File: src/sv/edt_pkg.sv
// shared constants, tables and types for the engine drivetrain tick block
package edt_pkg;

    localparam int TORQUE_POINTS = 11;
    localparam int GEAR_COUNT    = 5;

    localparam int SEG_W    = $clog2(TORQUE_POINTS);
    localparam int GIDX_W   = $clog2(GEAR_COUNT);
    localparam int GEAR_W   = 3;
    localparam int RPM_W    = 28;
    localparam int FORCE_W  = 24;
    localparam int TRQ_W    = 17;
    localparam int OFORCE_W = 20;
    localparam int X_W      = 22;
    localparam int RATIO_W  = 10;
    localparam int UP_W     = 21;
    localparam int CNT_W    = 9;

    localparam int BASE_W   = 24;
    localparam int FDR_W    = 12;
    localparam int FRIC_W   = 16;
    localparam int SHIFT_W  = 8;
    localparam int DSR_W    = 14;
    localparam int CIDX_W   = 3;
    localparam int CDATA_W  = 24;

    localparam int DIV_NW    = 40;
    localparam int DIV_DW    = 22;
    localparam int DIV_STEPS = DIV_NW / 2;
    localparam int DIV_CW    = $clog2(DIV_STEPS);

    localparam int MUL_AW = 28;
    localparam int MUL_BW = 17;
    localparam int MUL_PW = MUL_AW + MUL_BW;

    localparam logic [RPM_W-1:0] RPM_MAX = 28'd255999744;

    // torque curve breakpoints, rpm and torque both q.8
    localparam logic [X_W-1:0] TRQ_X [TORQUE_POINTS] = '{
        22'd0, 22'd128000, 22'd256000, 22'd512000, 22'd768000, 22'd1024000,
        22'd1280000, 22'd1536000, 22'd1792000, 22'd2048000, 22'd2304000
    };
    localparam logic [TRQ_W-1:0] TRQ_Y [TORQUE_POINTS] = '{
        17'd0, 17'd4096, 17'd75520, 17'd101376, 17'd111360, 17'd101120,
        17'd86528, 17'd65792, 17'd51200, 17'd21760, 17'd2560
    };

    localparam logic [RATIO_W-1:0] RATIO_Q8 [GEAR_COUNT] = '{
        10'd640, 10'd512, 10'd435, 10'd333, 10'd282
    };
    localparam logic [UP_W-1:0] UP_RPM [GEAR_COUNT] = '{
        21'd1792000, 21'd1664000, 21'd1536000, 21'd1459200, 21'd0
    };

    typedef enum logic [3:0] {
        S_IDLE,
        S_MUL_DIV,
        S_LOAD_START,
        S_LOAD_WAIT,
        S_SEG,
        S_TRQ_MUL,
        S_TRQ_START,
        S_TRQ_WAIT,
        S_FORCE,
        S_DONE
    } state_t;

    typedef enum logic [CIDX_W-1:0] {
        CFG_BASE_LOAD     = 3'd0,
        CFG_FINAL_DRIVE   = 3'd1,
        CFG_FRICTION      = 3'd2,
        CFG_CLUTCH        = 3'd3,
        CFG_SHIFT_INT     = 3'd4,
        CFG_DOWNSHIFT_RPM = 3'd5
    } cfg_idx_t;

endpackage

File: src/sv/edt_div.sv
// shared iterative unsigned divider, two quotient bits per cycle
module edt_div
    import edt_pkg::*;
(
    input  logic              clk,
    input  logic              rst_n,
    input  logic              start,
    input  logic [DIV_NW-1:0] dividend,
    input  logic [DIV_DW-1:0] divisor,
    output logic              done,
    output logic [DIV_NW-1:0] quotient
);

    logic              busy_reg;
    logic              busy_next;
    logic              done_reg;
    logic              done_next;
    logic [DIV_CW-1:0] cnt_reg;
    logic [DIV_CW-1:0] cnt_next;
    logic [DIV_DW-1:0] rem_reg;
    logic [DIV_DW-1:0] rem_next;
    logic [DIV_NW-1:0] quo_reg;
    logic [DIV_NW-1:0] quo_next;
    logic [DIV_DW-1:0] div_reg;

    always_comb
    begin
        logic [DIV_DW:0]   r2;
        logic [DIV_DW-1:0] r;
        logic [DIV_NW-1:0] q;
        r = rem_reg;
        q = quo_reg;
        for (int i = 0; i < 2; i++)
        begin
            r2 = {r, q[DIV_NW-1]};
            if (r2 >= {1'b0, div_reg})
            begin
                r2 = r2 - {1'b0, div_reg};
                q  = {q[DIV_NW-2:0], 1'b1};
            end
            else
            begin
                q = {q[DIV_NW-2:0], 1'b0};
            end
            r = r2[DIV_DW-1:0];
        end
        rem_next = r;
        quo_next = q;
    end

    always_comb
    begin
        busy_next = busy_reg;
        cnt_next  = cnt_reg;
        done_next = 1'b0;
        if (start)
        begin
            busy_next = 1'b1;
            cnt_next  = '0;
        end
        else if (busy_reg)
        begin
            cnt_next = cnt_reg + 1'b1;
            if (cnt_reg == DIV_CW'(DIV_STEPS - 1))
            begin
                busy_next = 1'b0;
                done_next = 1'b1;
            end
        end
    end

    always_ff @(posedge clk or negedge rst_n)
    begin
        if (!rst_n)
        begin
            busy_reg <= 1'b0;
            done_reg <= 1'b0;
            cnt_reg  <= '0;
        end
        else
        begin
            busy_reg <= busy_next;
            done_reg <= done_next;
            cnt_reg  <= cnt_next;
        end
    end

    always_ff @(posedge clk)
    begin
        if (start)
        begin
            rem_reg <= '0;
            quo_reg <= dividend;
            div_reg <= divisor;
        end
        else if (busy_reg)
        begin
            rem_reg <= rem_next;
            quo_reg <= quo_next;
        end
    end

    assign done     = done_reg;
    assign quotient = quo_reg;

endmodule

File: src/sv/engine_drivetrain_tick.sv
// engine drivetrain tick: load, rpm update, torque lookup, output force, gearbox
// each transaction runs load division, rpm update, segment search, torque interpolation and
// output force (interpolation skipped when rpm is past the last torque point); one at a time
// the shared divider serves both the load and the torque interpolation
// a finished result waits in the output register while the next transaction is accepted
// reset: rpm 0, gear 0, countdown 20, registers to their defaults, no result pending
module engine_drivetrain_tick
    import edt_pkg::*;
(
    input  logic                clk,
    input  logic                rst_n,
    input  logic                in_valid,
    output logic                in_stall,
    input  logic [FORCE_W-1:0]  burn_force,
    output logic                out_valid,
    input  logic                out_stall,
    output logic [RPM_W-1:0]    engine_rpm,
    output logic [GEAR_W-1:0]   gear_now,
    output logic [TRQ_W-1:0]    engine_torque,
    output logic [OFORCE_W-1:0] wheel_force,
    input  logic                cfg_valid,
    output logic                cfg_ready,
    input  logic [CIDX_W-1:0]   cfg_index,
    input  logic [CDATA_W-1:0]  cfg_data
);

    state_t state_reg;
    state_t state_next;

    // configuration
    logic [BASE_W-1:0]  base_load_reg;
    logic [FDR_W-1:0]   fdr_reg;
    logic [FRIC_W-1:0]  fric_reg;
    logic               clutch_reg;
    logic [SHIFT_W-1:0] shift_int_reg;
    logic [DSR_W-1:0]   dsr_reg;

    // tick state
    logic [RPM_W-1:0]        rpm_reg;
    logic [GEAR_W-1:0]       gear_reg;
    logic signed [CNT_W-1:0] cnt_reg;

    // working registers
    logic [FORCE_W-1:0] force_reg;
    logic [RPM_W-1:0]   rpm_new_reg;
    logic [RPM_W-1:0]   rpm_new_next;
    logic [SEG_W-1:0]   seg_reg;
    logic               neg_reg;
    logic [TRQ_W-1:0]   torque_reg;
    logic [TRQ_W-1:0]   torque_next;
    logic [MUL_PW-1:0]  mul_reg;

    // output register
    logic                out_valid_reg;
    logic [RPM_W-1:0]    out_rpm_reg;
    logic [GEAR_W-1:0]   out_gear_reg;
    logic [TRQ_W-1:0]    out_trq_reg;
    logic [OFORCE_W-1:0] out_force_reg;

    // control
    logic              mul_en;
    logic [MUL_AW-1:0] mul_a;
    logic [MUL_BW-1:0] mul_b;
    logic [MUL_PW-1:0] mul_p;
    logic              div_start;
    logic [DIV_NW-1:0] div_nd;
    logic [DIV_DW-1:0] div_dv;
    logic              div_done;
    logic [DIV_NW-1:0] div_quo;

    logic [GIDX_W-1:0]       gidx;
    logic [RATIO_W-1:0]      ratio;
    logic [SEG_W-1:0]        seg_find;
    logic [SEG_W-1:0]        seg_nx;
    logic                    past_last;
    logic [RPM_W-1:0]        dr;
    logic signed [TRQ_W:0]   dt;
    logic [TRQ_W-1:0]        dt_abs;
    logic [X_W-1:0]          dx;
    logic signed [41:0]      rpm_sum;
    logic signed [TRQ_W+1:0] trq_sum;
    logic signed [CNT_W-1:0] cnt_dec;
    logic [GEAR_W-1:0]       gear_shift;
    logic                    out_free;

    edt_div u_div (
        .clk      (clk),
        .rst_n    (rst_n),
        .start    (div_start),
        .dividend (div_nd),
        .divisor  (div_dv),
        .done     (div_done),
        .quotient (div_quo)
    );

    assign gidx     = (gear_reg < GEAR_W'(GEAR_COUNT)) ? gear_reg[GIDX_W-1:0]
                                                     : GIDX_W'(GEAR_COUNT - 1);
    assign ratio    = RATIO_Q8[gidx];
    assign seg_nx   = seg_reg + 1'b1;
    assign out_free = !out_valid_reg || !out_stall;
    assign mul_p    = mul_a * mul_b;

    // segment search over the torque curve
    always_comb
    begin
        seg_find  = '0;
        past_last = rpm_new_reg >= RPM_W'(TRQ_X[TORQUE_POINTS-1]);
        for (int i = 1; i < TORQUE_POINTS - 1; i++)
        begin
            if (rpm_new_reg >= RPM_W'(TRQ_X[i]))
            begin
                seg_find = SEG_W'(i);
            end
        end
    end

    always_comb
    begin
        dr     = rpm_new_reg - RPM_W'(TRQ_X[seg_reg]);
        dt     = $signed({1'b0, TRQ_Y[seg_nx]}) - $signed({1'b0, TRQ_Y[seg_reg]});
        dt_abs = dt[TRQ_W] ? TRQ_W'(-dt) : dt[TRQ_W-1:0];
        dx     = TRQ_X[seg_nx] - TRQ_X[seg_reg];
    end

    // rpm update with saturation
    always_comb
    begin
        rpm_sum = $signed({14'b0, rpm_reg}) + $signed({18'b0, force_reg})
                - $signed({14'b0, mul_reg[43:16]}) - $signed({2'b0, div_quo});
        if (rpm_sum < 0)
        begin
            rpm_new_next = '0;
        end
        else if (rpm_sum > $signed({14'b0, RPM_MAX}))
        begin
            rpm_new_next = RPM_MAX;
        end
        else
        begin
            rpm_new_next = rpm_sum[RPM_W-1:0];
        end
    end

    // torque from interpolation quotient
    always_comb
    begin
        if (neg_reg)
        begin
            trq_sum = $signed({2'b0, TRQ_Y[seg_reg]}) - $signed({2'b0, div_quo[TRQ_W-1:0]});
        end
        else
        begin
            trq_sum = $signed({2'b0, TRQ_Y[seg_reg]}) + $signed({2'b0, div_quo[TRQ_W-1:0]});
        end
        torque_next = (trq_sum < 0) ? '0 : trq_sum[TRQ_W-1:0];
    end

    // gearbox
    always_comb
    begin
        cnt_dec    = cnt_reg - 9'sd1;
        gear_shift = GEAR_W'(gidx);
        if ((gidx < GIDX_W'(GEAR_COUNT - 1)) && (rpm_new_reg > RPM_W'(UP_RPM[gidx])))
        begin
            gear_shift = GEAR_W'(gidx) + 1'b1;
        end
        else if ((gidx != '0) && (rpm_new_reg < {6'b0, dsr_reg, 8'b0}))
        begin
            gear_shift = GEAR_W'(gidx) - 1'b1;
        end
    end

    // next state
    always_comb
    begin
        state_next = state_reg;
        case (state_reg)
            S_IDLE:
            begin
                if (in_valid)
                begin
                    state_next = S_MUL_DIV;
                end
            end
            S_MUL_DIV:    state_next = S_LOAD_START;
            S_LOAD_START: state_next = S_LOAD_WAIT;
            S_LOAD_WAIT:
            begin
                if (div_done)
                begin
                    state_next = S_SEG;
                end
            end
            S_SEG:        state_next = past_last ? S_FORCE : S_TRQ_MUL;
            S_TRQ_MUL:    state_next = S_TRQ_START;
            S_TRQ_START:  state_next = S_TRQ_WAIT;
            S_TRQ_WAIT:
            begin
                if (div_done)
                begin
                    state_next = S_FORCE;
                end
            end
            S_FORCE:      state_next = S_DONE;
            S_DONE:
            begin
                if (out_free)
                begin
                    state_next = S_IDLE;
                end
            end
            default:      state_next = S_IDLE;
        endcase
    end

    // control outputs
    always_comb
    begin
        in_stall  = 1'b1;
        cfg_ready = 1'b1;
        mul_en    = 1'b0;
        mul_a     = '0;
        mul_b     = '0;
        div_start = 1'b0;
        div_nd    = '0;
        div_dv    = '0;
        case (state_reg)
            S_IDLE:
            begin
                in_stall = 1'b0;
            end
            S_MUL_DIV:
            begin
                mul_en = 1'b1;
                mul_a  = MUL_AW'(ratio);
                mul_b  = MUL_BW'(fdr_reg);
            end
            S_LOAD_START:
            begin
                mul_en    = 1'b1;
                mul_a     = rpm_reg;
                mul_b     = MUL_BW'(fric_reg);
                div_start = 1'b1;
                if (clutch_reg)
                begin
                    div_nd = {base_load_reg, 16'b0};
                    div_dv = mul_reg[DIV_DW-1:0];
                end
                else
                begin
                    div_nd = {8'b0, base_load_reg, 8'b0};
                    div_dv = DIV_DW'(ratio);
                end
            end
            S_TRQ_MUL:
            begin
                mul_en = 1'b1;
                mul_a  = dr;
                mul_b  = dt_abs;
            end
            S_TRQ_START:
            begin
                div_start = 1'b1;
                div_nd    = mul_reg[DIV_NW-1:0];
                div_dv    = dx;
            end
            S_FORCE:
            begin
                mul_en = 1'b1;
                mul_a  = MUL_AW'(ratio);
                mul_b  = torque_reg;
            end
            default:
            begin
                in_stall = 1'b1;
            end
        endcase
    end

    always_ff @(posedge clk or negedge rst_n)
    begin
        if (!rst_n)
        begin
            state_reg     <= S_IDLE;
            base_load_reg <= 24'd128000;
            fdr_reg       <= 12'd512;
            fric_reg      <= 16'd3277;
            clutch_reg    <= 1'b1;
            shift_int_reg <= 8'd20;
            dsr_reg       <= 14'd1000;
            rpm_reg       <= '0;
            gear_reg      <= '0;
            cnt_reg       <= 9'sd20;
            out_valid_reg <= 1'b0;
        end
        else
        begin
            state_reg <= state_next;
            if (cfg_valid && cfg_ready)
            begin
                case (cfg_idx_t'(cfg_index))
                    CFG_BASE_LOAD:     base_load_reg <= cfg_data[BASE_W-1:0];
                    CFG_FINAL_DRIVE:   fdr_reg       <= cfg_data[FDR_W-1:0];
                    CFG_FRICTION:      fric_reg      <= cfg_data[FRIC_W-1:0];
                    CFG_CLUTCH:        clutch_reg    <= cfg_data[0];
                    CFG_SHIFT_INT:     shift_int_reg <= cfg_data[SHIFT_W-1:0];
                    CFG_DOWNSHIFT_RPM: dsr_reg       <= cfg_data[DSR_W-1:0];
                    default:           ;
                endcase
            end
            if ((state_reg == S_DONE) && out_free)
            begin
                out_valid_reg <= 1'b1;
                rpm_reg       <= rpm_new_reg;
                if (cnt_dec < 0)
                begin
                    gear_reg <= gear_shift;
                    cnt_reg  <= $signed({1'b0, shift_int_reg});
                end
                else
                begin
                    cnt_reg <= cnt_dec;
                end
            end
            else if (out_valid_reg && !out_stall)
            begin
                out_valid_reg <= 1'b0;
            end
        end
    end

    // datapath registers
    always_ff @(posedge clk)
    begin
        if ((state_reg == S_IDLE) && in_valid)
        begin
            force_reg <= burn_force;
        end
        if (mul_en)
        begin
            mul_reg <= mul_p;
        end
        if ((state_reg == S_LOAD_WAIT) && div_done)
        begin
            rpm_new_reg <= rpm_new_next;
        end
        if (state_reg == S_SEG)
        begin
            seg_reg <= seg_find;
            if (past_last)
            begin
                torque_reg <= TRQ_Y[TORQUE_POINTS-1];
            end
        end
        if (state_reg == S_TRQ_MUL)
        begin
            neg_reg <= dt[TRQ_W];
        end
        if ((state_reg == S_TRQ_WAIT) && div_done)
        begin
            torque_reg <= torque_next;
        end
        if ((state_reg == S_DONE) && out_free)
        begin
            out_rpm_reg   <= rpm_new_reg;
            out_gear_reg  <= (cnt_dec < 0) ? gear_shift : GEAR_W'(gidx);
            out_trq_reg   <= torque_reg;
            out_force_reg <= mul_reg[OFORCE_W+6:7];
        end
    end

    assign out_valid     = out_valid_reg;
    assign engine_rpm    = out_rpm_reg;
    assign gear_now      = out_gear_reg;
    assign engine_torque = out_trq_reg;
    assign wheel_force   = out_force_reg;

endmodule

File: config.mk
export PLATFORM = sky130hd
export DESIGN_NAME = engine_drivetrain_tick
export DESIGN_NICKNAME = d
export VERILOG_FILES = /design/src/sv/edt_pkg.sv /design/src/sv/edt_div.sv /design/src/sv/engine_drivetrain_tick.sv
export SDC_FILE = /design/constraint.sdc
export NUM_CORES = 2
export LEC_CHECK = 0
export ABC_AREA = 1
export BUFFER_PORTS_ARGS = -buffer_cell sky130_fd_sc_hd__buf_2
export CAP_MARGIN = 5
export CORE_ASPECT_RATIO = 0.8
export CORE_MARGIN = 8
export CORE_UTILIZATION = 60
export DETAILED_ROUTE_END_ITERATION = 6
export PLACE_DENSITY = 0.84
export SLEW_MARGIN = 25
export SYNTH_ARGS = -nofsm -noshare
export SYNTH_HDL_FRONTEND = slang
export SYNTH_HIERARCHICAL = 1
export SYNTH_SLANG_ARGS = --single-unit
File: constraint.sdc
create_clock -name clk -period 21.5 [get_ports clk]
set_clock_uncertainty 0.15 [all_clocks]
set_input_delay 3.225 -clock clk [delete_from_list [all_inputs] [get_ports clk]]
set_output_delay 3.225 -clock clk [all_outputs]
set_load 0.02 [all_outputs]
==> results.md <==
- Status: complete, no violations
- Remaining DRCs: 0
- Vias: between 30000 and 40000
- Netlist cell types: 64
- Antenna Nets Post-Route: 0
- First-pass DRT Iterations: 7
- Yosys top cell area share: between 10% and 20%
- Max-cap violations: 0
- Iter 0 DRT Violations: roughly 4800
- Filler cell count: 6302
- Mapped cell area: 44100 um^2
- RSZ-0062 raised after global routing: false
- H-tree depth: 2
- Register area share after synthesis: between 20% and 30%
- Hold WC Path Type: flip-flop to flip-flop
- Hold Violations, Final: 0
- Syn Nets: about 6600
- Wire length per cell: around 21 um
- # hold bufs at CTS: 0
- Crit share post-route: 51.8%
- Nets: 6730
- Reg-to-reg setup timing slack: 10370 ps
- Synth warn: 6
- Initial antenna violation count: 5
- Area of the die: approximately 83000 um^2
- TritonCTS clock tree: done
- Worst EP arrival: 11330 ps
- Core box area: about 73000 um^2
- Max-slew headroom: about 25%
- Dominant synthesized flop cell: edfxtp_1
- Slowest library cell on the worst path: nand2_1
- Overflow after GRT: 0
- Via density: around 5.8
- Fraction of layout cells with a size suffix above 1: 6.42%
- Synth area leaders: fa_1 (19%), edfxtp_1 (17%), nand2_1 (13%)
- Placement Rows: 89
- Asr flop ratio synth: a little under a third
- Detail Placement HPWL: 117000 um
- RR Startpoint: seg_reg[3]
- Initial Util: about 60%
- # setup viols final: 0
- Hold path endpoint: engine_rpm[6]
- Required @ worst endpoint: ~22000 ps
- Latest clock arrival within the worst-skew pair: around 610 ps
- Achievable frequency: 89.8 MHz
- Largest register FFs: between 40 and 50
- Register bit total from synthesis: around 400
- Number of cells on the worst hold path: 0
- I/O Buffers: about 130
- GRT Total Usage: 34.4%
- I/O pin count: 127
- Die width: around 320 um
- Worst-path clk slew: ~70 ps
- PostCTS Resize Cnt: 0
- Slowest Stage Delay on Critical Path: between 600 and 700 ps
- CTS Sinks: roughly 400
- EDFF count, synth: 248
- Clock buffer depth: 3
- Reg2reg end: mul_reg[35]
- FF+latch area: 11100 um^2
- Worst-Margin Slew: 1120 ps
- First-pass GRT wire length: 221000 um
- Final GP Congestion: about 1
- CTS buffer count: 45
- Avg Cell Area, Syn: ~7.6 um^2
- Cell count after synthesis: ~5800
- Final Max Slew Viols: 0
- Die H: 259 um
- Post-CTS Setup Bufs: 0
- CP Capture Type: flip-flop
- Crit path time final: 11130 ps
- CP Max Fanout: 19
- CTS Root Cell: clkbuf_16
- Critical path class: flip-flop to flip-flop
- Final Routed Wirelength: around 140000 um
- Area delta synth->final: 7.14%
- CP dominant cell by count: inv_1
- Area of the multi-input gates: 27700 um^2
- HP Start: rpm_new_reg[6]
- Synth area leader: fa_1
- Vias in the first global route: 38607
- TNS Setup: 0 ps
- Setup crit start kind: flip-flop
- Largest net degree at the start of global routing: 87
- R2R cell count: 42
==> worst max path at each step <==
stage / slack, ps / to / startpoint / cells after the start
2_1_floorplan: 12490 / mul_reg[35] / seg_reg[1] / 43
3_3_place_gp: 10620 / mul_reg[35] / seg_reg[3] / 42
3_5_place_dp: 10620 / mul_reg[35] / seg_reg[3] / 42
4_1_cts: 10600 / mul_reg[35] / seg_reg[3] / 42
5_1_grt: 9460 / mul_reg[35] / seg_reg[3] / 42
6_report: 10370 / mul_reg[35] / seg_reg[3] / 42
==> cells by family (layout without fill, tap and decap cells) <==
group	Yosys count	in the layout	share of synthesized area, %
AND/OR/NAND/NOR	2440	2440	22.7
buffers and inverters	1420	1541	12.3
adder cells (fa/ha/maj)	746	746	28.3
AO/OA/AOI/OAI	721	721	9.24
flip-flops	396	396	25.1
XOR/XNOR	120	120	2.38
other	1	2	0.00850
==> layout by cell type (no fill, tap or decap), drive strengths merged, types with 6 or more instances in the layout <==
master | synthesis | final
nand2 | 1595 | 1595
inv | 1264 | 1273
nor2 | 468 | 468
fa | 420 | 420
ha | 326 | 326
o21ai | 286 | 286
a21oi | 269 | 269
edfxtp | 248 | 248
nand3 | 212 | 212
buf | 44 | 179
dfrtp | 101 | 101
xor2 | 73 | 73
clkbuf | 98 | 52
xnor2 | 47 | 47
nand4 | 46 | 46
nor3 | 45 | 45
clkinv | 14 | 31
or2 | 29 | 29
o22ai | 26 | 26
dfstp | 25 | 25
dfxtp | 22 | 22
nand3b | 21 | 21
o21bai | 19 | 19
nor4 | 16 | 16
a31oi | 16 | 16
a211oi | 14 | 14
o31ai | 11 | 11
a21o | 11 | 11
o211ai | 10 | 10
a221oi | 10 | 10
a22o | 8 | 8
a32o | 8 | 8
o21a | 7 | 7
a21boi | 6 | 6
==> layout make-up <==
| type | count | area share (%) |
|---|---|---|
| diodes | 1 | 0.00529 |
| clock buffers | 52 | 2.50 |
| clock inverters | 32 | 0.680 |
| inverters | 1278 | 10.2 |
| multi-input cells | 4028 | 58.5 |
| flip-flops and latches | 396 | 23.4 |
| well taps | 955 | 2.53 |
| repair buffers | 179 | 2.20 |
==> layer usage <==
layer	vias to the layer above	global-route usage [%]	part of all wire, %
li1	18276	-	-
met2	2435	50.6	41
met4	4	15.0	5.2
met5	-	0	0.017
met3	396	9.82	14
met1	18851	47.6	40
==> synthesized netlist by cell type, types with 7 or more instances <==
master,number
a221oi_1,7
o21ai_0,270
a22o_1,8
o21ai_1,14
o21a_1,7
inv_2,7
nor3_1,43
clkinv_1,14
o31ai_1,11
o21bai_1,18
inv_1,1256
edfxtp_1,248
nor2_1,441
dfrtp_1,101
or2_2,24
o22ai_1,26
nand3_1,207
nand2_2,17
nor4_1,16
clkbuf_1,98
nor2_4,7
buf_2,33
a21oi_1,268
nand3b_1,21
a21o_1,11
o211ai_1,10
a32o_1,8
fa_1,420
nand4_1,45
dfstp_2,25
a211oi_1,14
a31oi_1,16
xnor2_1,47
xor2_1,73
nand2_1,1578
ha_1,326
dfxtp_1,22
nor2_2,20
==> worst max-delay path: cells and delay by family (launching register included) <==
| family | cells | cell delay (ps) |
|---|---|---|
| XOR/XNOR | 1 | 280 |
| flip-flops | 1 | 590 |
| adder cells (fa/ha/maj) | 8 | 3660 |
| AND/OR/NAND/NOR | 16 | 3000 |
| AO/OA/AOI/OAI | 7 | 1490 |
| buffers and inverters | 10 | 1690 |
==> per-stage QoR <==
stage | worst slack (ps) | instance area [um^2] | hold WS [ps] | cells | utilization, %
2_1_floorplan | 12490 | 44100 | 276 | 5844 | -
3_3_place_gp | 10620 | 45800 | 282 | 6836 | 62.5
3_5_place_dp | 10620 | 45800 | 284 | 6836 | 62.5
4_1_cts | 10600 | 47300 | 302 | 6920 | 64.5
5_1_grt | 9460 | 47300 | 306 | 6921 | 64.5
6_report | 10370 | 47300 | 306 | 6921 | 64.5
Power is not shown: default switching activity piles up to over one toggle a cycle in this logic, so the estimate is an artifact.
